File: src/hdl/msot_pkg.sv
package msot_pkg;

   localparam int DEF_NUM_SLOTS = 16;
   localparam int MAX_SLOTS     = 16;

   localparam int ACTION_W = 2;
   localparam int DUR_W    = 32;
   localparam int SLOT_W   = 4;
   localparam int KIND_W   = 2;
   localparam int STATUS_W = 2;

   localparam logic [ACTION_W-1:0] ACT_TICK   = 2'd0;
   localparam logic [ACTION_W-1:0] ACT_START  = 2'd1;
   localparam logic [ACTION_W-1:0] ACT_CANCEL = 2'd2;
   localparam logic [ACTION_W-1:0] ACT_QUERY  = 2'd3;

   localparam logic [KIND_W-1:0] KIND_START  = 2'd0;
   localparam logic [KIND_W-1:0] KIND_CANCEL = 2'd1;
   localparam logic [KIND_W-1:0] KIND_REMAIN = 2'd2;
   localparam logic [KIND_W-1:0] KIND_EXPIRY = 2'd3;

   localparam logic [STATUS_W-1:0] STAT_OK      = 2'd0;
   localparam logic [STATUS_W-1:0] STAT_SHORT   = 2'd1;
   localparam logic [STATUS_W-1:0] STAT_NOFREE  = 2'd2;
   localparam logic [STATUS_W-1:0] STAT_INVALID = 2'd3;

   localparam logic [DUR_W-1:0] MIN_DUR_RESET = 32'd1;

   // slot ids are 4 bits, so the bank never exceeds MAX_SLOTS
   function automatic int slot_count_f(input int n);
      int c;
      c = (n > MAX_SLOTS) ? MAX_SLOTS : ((n < 1) ? 1 : n);
      return c;
   endfunction

   typedef struct packed {
      logic capture;
      logic apply_op;
      logic apply_tick;
      logic emit;
   } ctrl_cmd_type;

   typedef struct packed {
      logic is_tick;
      logic fire_any;
      logic fire_last;
   } dp_status_type;

endpackage

File: src/hdl/msot_req_if.sv
interface msot_req_if import msot_pkg::*; ();
   logic                valid;
   logic                ready;
   logic [ACTION_W-1:0] action;
   logic [DUR_W-1:0]    duration;
   logic [SLOT_W-1:0]   slot_id;

   modport source (output valid, action, duration, slot_id, input ready);
   modport sink   (input valid, action, duration, slot_id, output ready);
endinterface

File: src/hdl/msot_rsp_if.sv
interface msot_rsp_if import msot_pkg::*; ();
   logic                valid;
   logic                ready;
   logic [KIND_W-1:0]   kind;
   logic [STATUS_W-1:0] status;
   logic [SLOT_W-1:0]   slot_out;
   logic [DUR_W-1:0]    remaining;
   logic                any_active;
   logic                last;

   modport source (output valid, kind, status, slot_out, remaining, any_active, last,
                   input ready);
   modport sink   (input valid, kind, status, slot_out, remaining, any_active, last,
                   output ready);
endinterface

File: src/hdl/multi_slot_oneshot_timer.sv
// Start, cancel and query: the input word is captured, then its result word is
// registered once the output is free; no new word is taken before that.
// Tick: all active slots count down together, then one expiry word per cycle
// while the output is not stalled.
// Reset: all slots inactive, min_duration = 1, no result word pending.
module multi_slot_oneshot_timer import msot_pkg::*; #(
   parameter int NUM_SLOTS = DEF_NUM_SLOTS
) (
   input  logic              clock,
   input  logic              reset,
   input  logic              csr_wr_en,
   input  logic [DUR_W-1:0]  csr_wr_data,
   msot_req_if.sink          req_chan,
   msot_rsp_if.source        rsp_chan
);

   localparam int SLOT_COUNT = slot_count_f(NUM_SLOTS);

   ctrl_cmd_type  cmd;
   dp_status_type status;

   msot_ctrl u_ctrl (
      .clock     (clock),
      .reset     (reset),
      .req_valid (req_chan.valid),
      .req_ready (req_chan.ready),
      .rsp_valid (rsp_chan.valid),
      .rsp_ready (rsp_chan.ready),
      .status    (status),
      .cmd       (cmd)
   );

   msot_datapath #(
      .SLOT_COUNT (SLOT_COUNT)
   ) u_datapath (
      .clock          (clock),
      .reset          (reset),
      .csr_wr_en      (csr_wr_en),
      .csr_wr_data    (csr_wr_data),
      .req_action     (req_chan.action),
      .req_duration   (req_chan.duration),
      .req_slot_id    (req_chan.slot_id),
      .cmd            (cmd),
      .status         (status),
      .rsp_kind       (rsp_chan.kind),
      .rsp_status     (rsp_chan.status),
      .rsp_slot_out   (rsp_chan.slot_out),
      .rsp_remaining  (rsp_chan.remaining),
      .rsp_any_active (rsp_chan.any_active),
      .rsp_last       (rsp_chan.last)
   );

endmodule

File: src/hdl/msot_ctrl.sv
module msot_ctrl import msot_pkg::*; (
   input  logic          clock,
   input  logic          reset,
   input  logic          req_valid,
   output logic          req_ready,
   output logic          rsp_valid,
   input  logic          rsp_ready,
   input  dp_status_type status,
   output ctrl_cmd_type  cmd
);

   localparam logic [1:0] S_IDLE = 2'd0;
   localparam logic [1:0] S_EXEC = 2'd1;
   localparam logic [1:0] S_EMIT = 2'd2;

   logic [1:0] state_ff, state_in;
   logic       rsp_valid_ff, rsp_valid_in;
   logic       out_free;

   assign out_free  = !rsp_valid_ff || rsp_ready;
   assign rsp_valid = rsp_valid_ff;

   always_comb begin
      state_in  = state_ff;
      cmd       = '0;
      req_ready = 1'b0;
      unique case (state_ff)
         S_IDLE: begin
            req_ready = 1'b1;
            if (req_valid) begin
               cmd.capture = 1'b1;
               state_in    = S_EXEC;
            end
         end
         S_EXEC: begin
            if (status.is_tick) begin
               cmd.apply_tick = 1'b1;
               state_in       = S_EMIT;
            end else if (out_free) begin
               cmd.apply_op = 1'b1;
               state_in     = S_IDLE;
            end
         end
         S_EMIT: begin
            if (!status.fire_any) begin
               state_in = S_IDLE;
            end else if (out_free) begin
               cmd.emit = 1'b1;
               if (status.fire_last) begin
                  state_in = S_IDLE;
               end
            end
         end
         default: begin
            state_in = S_IDLE;
         end
      endcase
   end

   always_comb begin
      if (cmd.apply_op || cmd.emit) begin
         rsp_valid_in = 1'b1;
      end else if (rsp_ready) begin
         rsp_valid_in = 1'b0;
      end else begin
         rsp_valid_in = rsp_valid_ff;
      end
   end

   always_ff @(posedge clock) begin
      if (reset) begin
         state_ff     <= S_IDLE;
         rsp_valid_ff <= 1'b0;
      end else begin
         state_ff     <= state_in;
         rsp_valid_ff <= rsp_valid_in;
      end
   end

endmodule

File: src/hdl/msot_datapath.sv
module msot_datapath import msot_pkg::*; #(
   parameter int SLOT_COUNT = DEF_NUM_SLOTS
) (
   input  logic                clock,
   input  logic                reset,
   input  logic                csr_wr_en,
   input  logic [DUR_W-1:0]    csr_wr_data,
   input  logic [ACTION_W-1:0] req_action,
   input  logic [DUR_W-1:0]    req_duration,
   input  logic [SLOT_W-1:0]   req_slot_id,
   input  ctrl_cmd_type        cmd,
   output dp_status_type       status,
   output logic [KIND_W-1:0]   rsp_kind,
   output logic [STATUS_W-1:0] rsp_status,
   output logic [SLOT_W-1:0]   rsp_slot_out,
   output logic [DUR_W-1:0]    rsp_remaining,
   output logic                rsp_any_active,
   output logic                rsp_last
);

   localparam int IDX_W = (SLOT_COUNT > 1) ? $clog2(SLOT_COUNT) : 1;
   localparam logic [SLOT_W:0] SLOT_LIM = (SLOT_W+1)'(SLOT_COUNT);

   logic [ACTION_W-1:0] act_ff;
   logic [DUR_W-1:0]    dur_ff;
   logic [SLOT_W-1:0]   sid_ff;
   logic [DUR_W-1:0]    min_dur_ff;

   logic [SLOT_COUNT-1:0] active_ff, active_in;
   logic [SLOT_COUNT-1:0] fired_ff, fired_in;
   logic [DUR_W-1:0]      rem_ff [SLOT_COUNT];
   logic [DUR_W-1:0]      rem_in [SLOT_COUNT];

   logic [KIND_W-1:0]   kind_ff, kind_in;
   logic [STATUS_W-1:0] stat_ff, stat_in;
   logic [SLOT_W-1:0]   slot_ff, slot_in;
   logic [DUR_W-1:0]    remo_ff, remo_in;
   logic                any_ff, any_in;
   logic                last_ff, last_in;

   logic             free_found;
   logic [IDX_W-1:0] free_idx;
   logic [IDX_W-1:0] fire_idx;
   logic [IDX_W-1:0] sid_idx;
   logic             sid_in_range;
   logic             sid_ok;
   logic             too_short;
   logic             start_ok;

   assign sid_idx      = sid_ff[IDX_W-1:0];
   assign sid_in_range = {1'b0, sid_ff} < SLOT_LIM;
   assign sid_ok       = sid_in_range ? active_ff[sid_idx] : 1'b0;
   assign too_short    = dur_ff < min_dur_ff;
   assign start_ok     = !too_short && free_found;

   // lowest free slot, lowest fired slot
   always_comb begin
      free_found = 1'b0;
      free_idx   = '0;
      fire_idx   = '0;
      for (int i = SLOT_COUNT - 1; i >= 0; i--) begin
         if (!active_ff[i]) begin
            free_found = 1'b1;
            free_idx   = IDX_W'(i);
         end
         if (fired_ff[i]) begin
            fire_idx = IDX_W'(i);
         end
      end
   end

   assign status.is_tick   = act_ff == ACT_TICK;
   assign status.fire_any  = |fired_ff;
   assign status.fire_last = (fired_ff & (fired_ff - SLOT_COUNT'(1))) == '0;

   always_comb begin
      active_in = active_ff;
      fired_in  = fired_ff;
      rem_in    = rem_ff;
      if (cmd.apply_tick) begin
         for (int i = 0; i < SLOT_COUNT; i++) begin
            fired_in[i] = 1'b0;
            if (active_ff[i]) begin
               if (rem_ff[i] <= DUR_W'(1)) begin
                  rem_in[i]    = '0;
                  active_in[i] = 1'b0;
                  fired_in[i]  = 1'b1;
               end else begin
                  rem_in[i] = rem_ff[i] - DUR_W'(1);
               end
            end
         end
      end
      if (cmd.emit) begin
         fired_in[fire_idx] = 1'b0;
      end
      if (cmd.apply_op) begin
         if (act_ff == ACT_START && start_ok) begin
            active_in[free_idx] = 1'b1;
            rem_in[free_idx]    = dur_ff;
         end
         if (act_ff == ACT_CANCEL && sid_ok) begin
            active_in[sid_idx] = 1'b0;
         end
      end
   end

   always_comb begin
      kind_in = kind_ff;
      stat_in = stat_ff;
      slot_in = slot_ff;
      remo_in = remo_ff;
      any_in  = any_ff;
      last_in = last_ff;
      if (cmd.apply_op) begin
         remo_in = '0;
         any_in  = |active_in;
         last_in = 1'b1;
         unique case (act_ff)
            ACT_START: begin
               kind_in = KIND_START;
               stat_in = too_short ? STAT_SHORT : (free_found ? STAT_OK : STAT_NOFREE);
               slot_in = start_ok ? SLOT_W'(free_idx) : '0;
            end
            ACT_CANCEL: begin
               kind_in = KIND_CANCEL;
               stat_in = sid_ok ? STAT_OK : STAT_INVALID;
               slot_in = sid_ff;
            end
            ACT_QUERY: begin
               kind_in = KIND_REMAIN;
               stat_in = sid_ok ? STAT_OK : STAT_INVALID;
               slot_in = sid_ff;
               remo_in = sid_ok ? rem_ff[sid_idx] : '0;
            end
            default: begin
               kind_in = KIND_EXPIRY;
               stat_in = STAT_OK;
               slot_in = '0;
            end
         endcase
      end else if (cmd.emit) begin
         kind_in = KIND_EXPIRY;
         stat_in = STAT_OK;
         slot_in = SLOT_W'(fire_idx);
         remo_in = '0;
         any_in  = |active_ff;
         last_in = status.fire_last;
      end
   end

   always_ff @(posedge clock) begin
      if (reset) begin
         min_dur_ff <= MIN_DUR_RESET;
         active_ff  <= '0;
         fired_ff   <= '0;
      end else begin
         if (csr_wr_en) begin
            min_dur_ff <= csr_wr_data;
         end
         active_ff <= active_in;
         fired_ff  <= fired_in;
      end
   end

   always_ff @(posedge clock) begin
      if (cmd.capture) begin
         act_ff <= req_action;
         dur_ff <= req_duration;
         sid_ff <= req_slot_id;
      end
      rem_ff  <= rem_in;
      kind_ff <= kind_in;
      stat_ff <= stat_in;
      slot_ff <= slot_in;
      remo_ff <= remo_in;
      any_ff  <= any_in;
      last_ff <= last_in;
   end

   assign rsp_kind       = kind_ff;
   assign rsp_status     = stat_ff;
   assign rsp_slot_out   = slot_ff;
   assign rsp_remaining  = remo_ff;
   assign rsp_any_active = any_ff;
   assign rsp_last       = last_ff;

endmodule

File: src/flat_wrapper.sv
// flat-port wrapper written by rule: the top's interface ports become plain ports
module multi_slot_oneshot_timer_flat import msot_pkg::*;
#(
   parameter int NUM_SLOTS = DEF_NUM_SLOTS
)
  (clock, reset, csr_wr_en, csr_wr_data, req_chan_valid, req_chan_action, req_chan_duration, req_chan_slot_id, req_chan_ready, rsp_chan_valid, rsp_chan_kind, rsp_chan_status, rsp_chan_slot_out, rsp_chan_remaining, rsp_chan_any_active, rsp_chan_last, rsp_chan_ready);
  msot_req_if req_chan_i ();
  msot_rsp_if rsp_chan_i ();
  input  logic clock;
  input  logic reset;
  input  logic csr_wr_en;
  input  logic [DUR_W-1:0] csr_wr_data;
  input wire logic [$bits(req_chan_i.valid)-1:0] req_chan_valid;
  input wire logic [$bits(req_chan_i.action)-1:0] req_chan_action;
  input wire logic [$bits(req_chan_i.duration)-1:0] req_chan_duration;
  input wire logic [$bits(req_chan_i.slot_id)-1:0] req_chan_slot_id;
  output wire logic [$bits(req_chan_i.ready)-1:0] req_chan_ready;
  output wire logic [$bits(rsp_chan_i.valid)-1:0] rsp_chan_valid;
  output wire logic [$bits(rsp_chan_i.kind)-1:0] rsp_chan_kind;
  output wire logic [$bits(rsp_chan_i.status)-1:0] rsp_chan_status;
  output wire logic [$bits(rsp_chan_i.slot_out)-1:0] rsp_chan_slot_out;
  output wire logic [$bits(rsp_chan_i.remaining)-1:0] rsp_chan_remaining;
  output wire logic [$bits(rsp_chan_i.any_active)-1:0] rsp_chan_any_active;
  output wire logic [$bits(rsp_chan_i.last)-1:0] rsp_chan_last;
  input wire logic [$bits(rsp_chan_i.ready)-1:0] rsp_chan_ready;
  assign req_chan_i.valid = req_chan_valid;
  assign req_chan_i.action = req_chan_action;
  assign req_chan_i.duration = req_chan_duration;
  assign req_chan_i.slot_id = req_chan_slot_id;
  assign req_chan_ready = req_chan_i.ready;
  assign rsp_chan_valid = rsp_chan_i.valid;
  assign rsp_chan_kind = rsp_chan_i.kind;
  assign rsp_chan_status = rsp_chan_i.status;
  assign rsp_chan_slot_out = rsp_chan_i.slot_out;
  assign rsp_chan_remaining = rsp_chan_i.remaining;
  assign rsp_chan_any_active = rsp_chan_i.any_active;
  assign rsp_chan_last = rsp_chan_i.last;
  assign rsp_chan_i.ready = rsp_chan_ready;
  multi_slot_oneshot_timer #(.NUM_SLOTS(NUM_SLOTS)) u_core (.clock(clock), .reset(reset), .csr_wr_en(csr_wr_en), .csr_wr_data(csr_wr_data), .req_chan(req_chan_i), .rsp_chan(rsp_chan_i));
endmodule
File: config.mk
export PLATFORM = sky130hd
export DESIGN_NAME = multi_slot_oneshot_timer_flat
export DESIGN_NICKNAME = d
export VERILOG_FILES = /design/src/hdl/msot_pkg.sv /design/src/hdl/msot_req_if.sv /design/src/hdl/msot_rsp_if.sv /design/src/hdl/multi_slot_oneshot_timer.sv /design/src/hdl/msot_ctrl.sv /design/src/hdl/msot_datapath.sv /design/src/flat_wrapper.sv
export SDC_FILE = /design/constraint.sdc
export NUM_CORES = 2
export LEC_CHECK = 0
export BUFFER_PORTS_ARGS = -buffer_cell sky130_fd_sc_hd__buf_2
export CORE_ASPECT_RATIO = 0.7
export CORE_MARGIN = 3
export CORE_UTILIZATION = 32
export DETAILED_ROUTE_END_ITERATION = 6
export PLACE_DENSITY = 0.52
export SLEW_MARGIN = 25
export SYNTH_ARGS = -nofsm -noshare
export SYNTH_HDL_FRONTEND = slang
export SYNTH_SLANG_ARGS = --single-unit
File: constraint.sdc
create_clock -name clock -period 9.2 [get_ports clock]
set_input_delay 1.84 -clock clock [delete_from_list [all_inputs] [get_ports clock]]
set_output_delay 1.84 -clock clock [all_outputs]
set_load 0.01 [all_outputs]
==> impl_metrics.json <==
{
  "period_share_pct": 52.0,
  "switching_power_w": 0.00175,
  "first_iter_violations": 3797,
  "postCtsHoldBufs": 0,
  "area_growth_pct": 11.8,
  "maxSlewHeadroom_pct": 23.5,
  "nets": 4310,
  "dieArea_um2": 123000,
  "syn_area_um2": 37900,
  "cp_slowest_stage_delay_ns": 0.77,
  "antenna_found_initial": 8,
  "clk_pin_slew_ns": 0.06,
  "worstSetupStartpointType": "register",
  "p_int_w": 0.00498,
  "placed_cells": 5629,
  "final_core_util_pct": 36.4,
  "grt_pass1_wl_mm": 205,
  "core_um2": 116000,
  "detail_route.first_pass.iterations": 5,
  "crit_slowest_cell": "nor4_2",
  "met1_length_mm": 65.8,
  "worst_pin_slew_ns": 1.15,
  "die_x_um": 417,
  "slew_violations": 0,
  "drc": 0,
  "htreeDepth": 3,
  "grt_max_degree": 102,
  "p_leak_nw": 12.6,
  "clock_latency_ns": 0.67,
  "synth.largest_area_cell": "dfxtp_1",
  "path_max_fanout": 62,
  "vias": 32400,
  "cp-startpoint": "u_core.u_datapath.dur_ff[30]$_DFFE_PP_",
  "p_clk_share_pct": 45.0,
  "cts_resized": 0,
  "period_minus_slack_ns": 4.79,
  "grt_pass1_vias": 29900,
  "gp_congestion": 0.928,
  "setup_ws_ns": 4.41,
  "vias_per_cell": 5.62,
  "portBuffers": 118,
  "ys_seq_area_share_pct": 36.9,
  "root_buffer": "clkbuf_16",
  "grt_overflow_total": 0,
  "cts_buffer_depth": 3,
  "seqPwrFrac_pct": 47.1,
  "top_layer": "met5",
  "clock.fmax_ghz": 0.209,
  "ys_types": 84,
  "final_cell_count_no_fill": 5761,
  "syn_avg_cell_area_um2": 9.02,
  "clock_skew_ns": 0.0354,
  "setup_viol": 0,
  "synth-seq-cells": 659,
  "post_cts.repair.setup_buffers": 0,
  "cts_tree": "done",
  "rsz0062_at_grt": "no",
  "synth_edf_count": 79,
  "rr_startpoint": "u_core.u_datapath.dur_ff[30]$_DFFE_PP_",
  "syn-num-nets": 4340,
  "wire_per_inst_um": 24.2,
  "start_util_pct": 32.6,
  "wirelength_mm": 140,
  "synth.most_common_cell": "nand2_1",
  "pre_cts_ws_ns": 4.39,
  "cts_inserted_buffers": 71,
  "hp-class": "reg -> reg",
  "cts.sinks": 659,
  "crit_chain": "ha_1 -> nand4_1 -> nor4_2 -> nand2_1 -> o2bb2ai_1 -> nand2_1 -> nor3_4 -> buf_4 -> mux2_2",
  "yosysTopAreaCellShare_pct": 30.7,
  "pwr-share-comb_pct": 7.9,
  "wl_met3_mm": 15.0,
  "synth.top_cells.by_count": "nand2_1 (634), dfxtp_1 (580), o31ai_1 (380)",
  "num_io_pins": 119,
  "required_ns": 9.73,
  "timing.setup.tns_ns": 0,
  "hold_start": "u_core.u_datapath.min_dur_ff[14]$_SDFFE_PP0P_",
  "hold_violations": 0,
  "yosys_warnings": 0,
  "die_y_um": 294,
  "synth_area_leaders": "dfxtp_1 (31%), mux4_2 (9.8%), o31ai_1 (7.5%)",
  "peakVddDrop_uv": 124,
  "final_antenna_net_count": 0,
  "swShare_pct": 26.0,
  "fill_cells": 11700,
  "endpoint_kind": "register",
  "num_rows": 104,
  "path_class": "reg -> reg",
  "wl_met2_mm": 56.3,
  "drive_gt1_share_pct": 13.2,
  "synth_flop_cell": "dfxtp_1",
  "cpMostUsedCell": "nand2_1",
  "status": "completed",
  "async_reset_ff_share_pct": 0,
  "p_per_area_nw_per_um2": 159,
  "drv_cap": 0,
  "grt_usage_pct": 22.3,
  "worstPathArrival_ns": 5.32,
  "syn_inst": 4198,
  "hpwl_mm": 105
}
power groups by stage:
stage	logic (W)	clock network (W)	registers (W)
2_1_floorplan	0.000354	0	0.00315
3_3_place_gp	0.000510	0	0.00324
3_5_place_dp	0.000520	0	0.00324
4_1_cts	0.000521	0.00308	0.00317
5_1_grt	0.000572	0.00320	0.00319
6_report	0.000531	0.00303	0.00317
metal layers:
metal / global-route usage, % / up-vias
met1: 33.6 / 15700
met4: 4.27 / 2
met3: 6.54 / 153
met2: 31.2 / 1328
met5: 0.424 / -
li1: - / 15200
state kept, by name, indices dropped and copies added, names as in the netlist:
register / cells
u_core.u_datapath.rem_ff: 512
u_core.u_datapath.dur_ff: 32
u_core.u_datapath.min_dur_ff: 32
u_core.u_datapath.rsp_remaining: 32
u_core.u_datapath.active_ff: 16
u_core.u_datapath.fired_ff: 16
u_core.u_datapath.rsp_slot_out: 4
u_core.u_datapath.sid_ff: 4
u_core.u_ctrl.state_ff: 2
u_core.u_datapath.act_ff: 2
u_core.u_datapath.rsp_kind: 2
u_core.u_datapath.rsp_status: 2
u_core.u_ctrl.rsp_valid: 1
u_core.u_datapath.rsp_any_active: 1
u_core.u_datapath.rsp_last: 1
layout by cell type, fill, tap and decap left out, types with 8 or more instances in the layout:
cell	instances
and3_1	12
nand2_1	634
ha_1	67
o21ai_0	126
or2_2	16
nor4_2	15
xnor2_1	320
nor4_1	122
dfxtp_1	580
o21bai_1	8
a21o_1	11
nand2b_1	37
or4_4	9
clkbuf_16	73
o31ai_1	380
inv_1	85
or4_1	46
nand4_1	43
clkinv_1	8
bufinv_16	8
nor3b_1	17
a21oi_1	92
and2_1	15
a211oi_1	60
nand3_1	47
buf_2	118
mux2i_1	32
edfxtp_1	79
nor2b_1	59
mux4_2	164
nor3_2	16
or3_1	38
buf_4	61
nand3b_1	14
nor3_1	204
nand4b_1	10
xor2_1	136
nor2_1	288
clkbuf_1	21
worst paths after layout:
check / slack, ns / endpoint / depth (start not counted)
setup / recovery: 4.41 / u_core.u_datapath.rem_ff[232]$_DFF_P_ / 9
hold / removal: 0.50 / u_core.u_datapath.min_dur_ff[14]$_SDFFE_PP0P_ / 2
setup reg to reg: 4.41 / u_core.u_datapath.rem_ff[232]$_DFF_P_ / 9
hold reg to reg: 0.50 / u_core.u_datapath.min_dur_ff[14]$_SDFFE_PP0P_ / 2
cell families after synthesis:
logic type               Yosys count  share of synthesized area, %
XOR/XNOR                         456                          10.5
buffers and inverters            376                          3.84
flip-flops                       659                          36.9
AND/OR/NAND/NOR                 1696                          22.2
AO/OA/AOI/OAI                    739                          13.3
multiplexers                     204                          10.9
adder cells (fa/ha/maj)           68                          2.24
cell type report:
| type | instances | area, um2 | share of cell area [%] |
|---|---|---|---|
| Inverter | 86 | 323 | 0.762 |
| Tap cell | 1537 | 1920 | 4.54 |
| Clock buffer | 101 | 2000 | 4.73 |
| Clock inverter | 26 | 337 | 0.795 |
| Antenna cell | 2 | 5.00 | 0.0118 |
| Timing Repair Buffer | 187 | 1170 | 2.77 |
| Sequential cell | 659 | 14000 | 33.0 |
| Multi-Input combinational cell | 3163 | 22600 | 53.4 |
worst max-delay path: cells and delay by family, from the launching register on:
family | cells | cell delay [ns]
adders and majority gates | 1 | 0.52
and+or+nand+nor | 5 | 1.82
AOI/OAI and AO/OA | 1 | 0.58
muxes | 1 | 0.40
buffers and inverters | 1 | 0.54
DFF | 1 | 0.76
metrics by stage:
step	power, W	area (um2)	hold slack (ns)
finish	0.00674	42300	0.495
global route	0.00696	42300	0.526
CTS	0.00678	42300	0.503
detailed placement	0.00376	40000	0.488
global placement	0.00375	39900	0.478
floorplan	0.00351	37900	0.460
No activity file was read; power rests on OpenSTA's default activity.
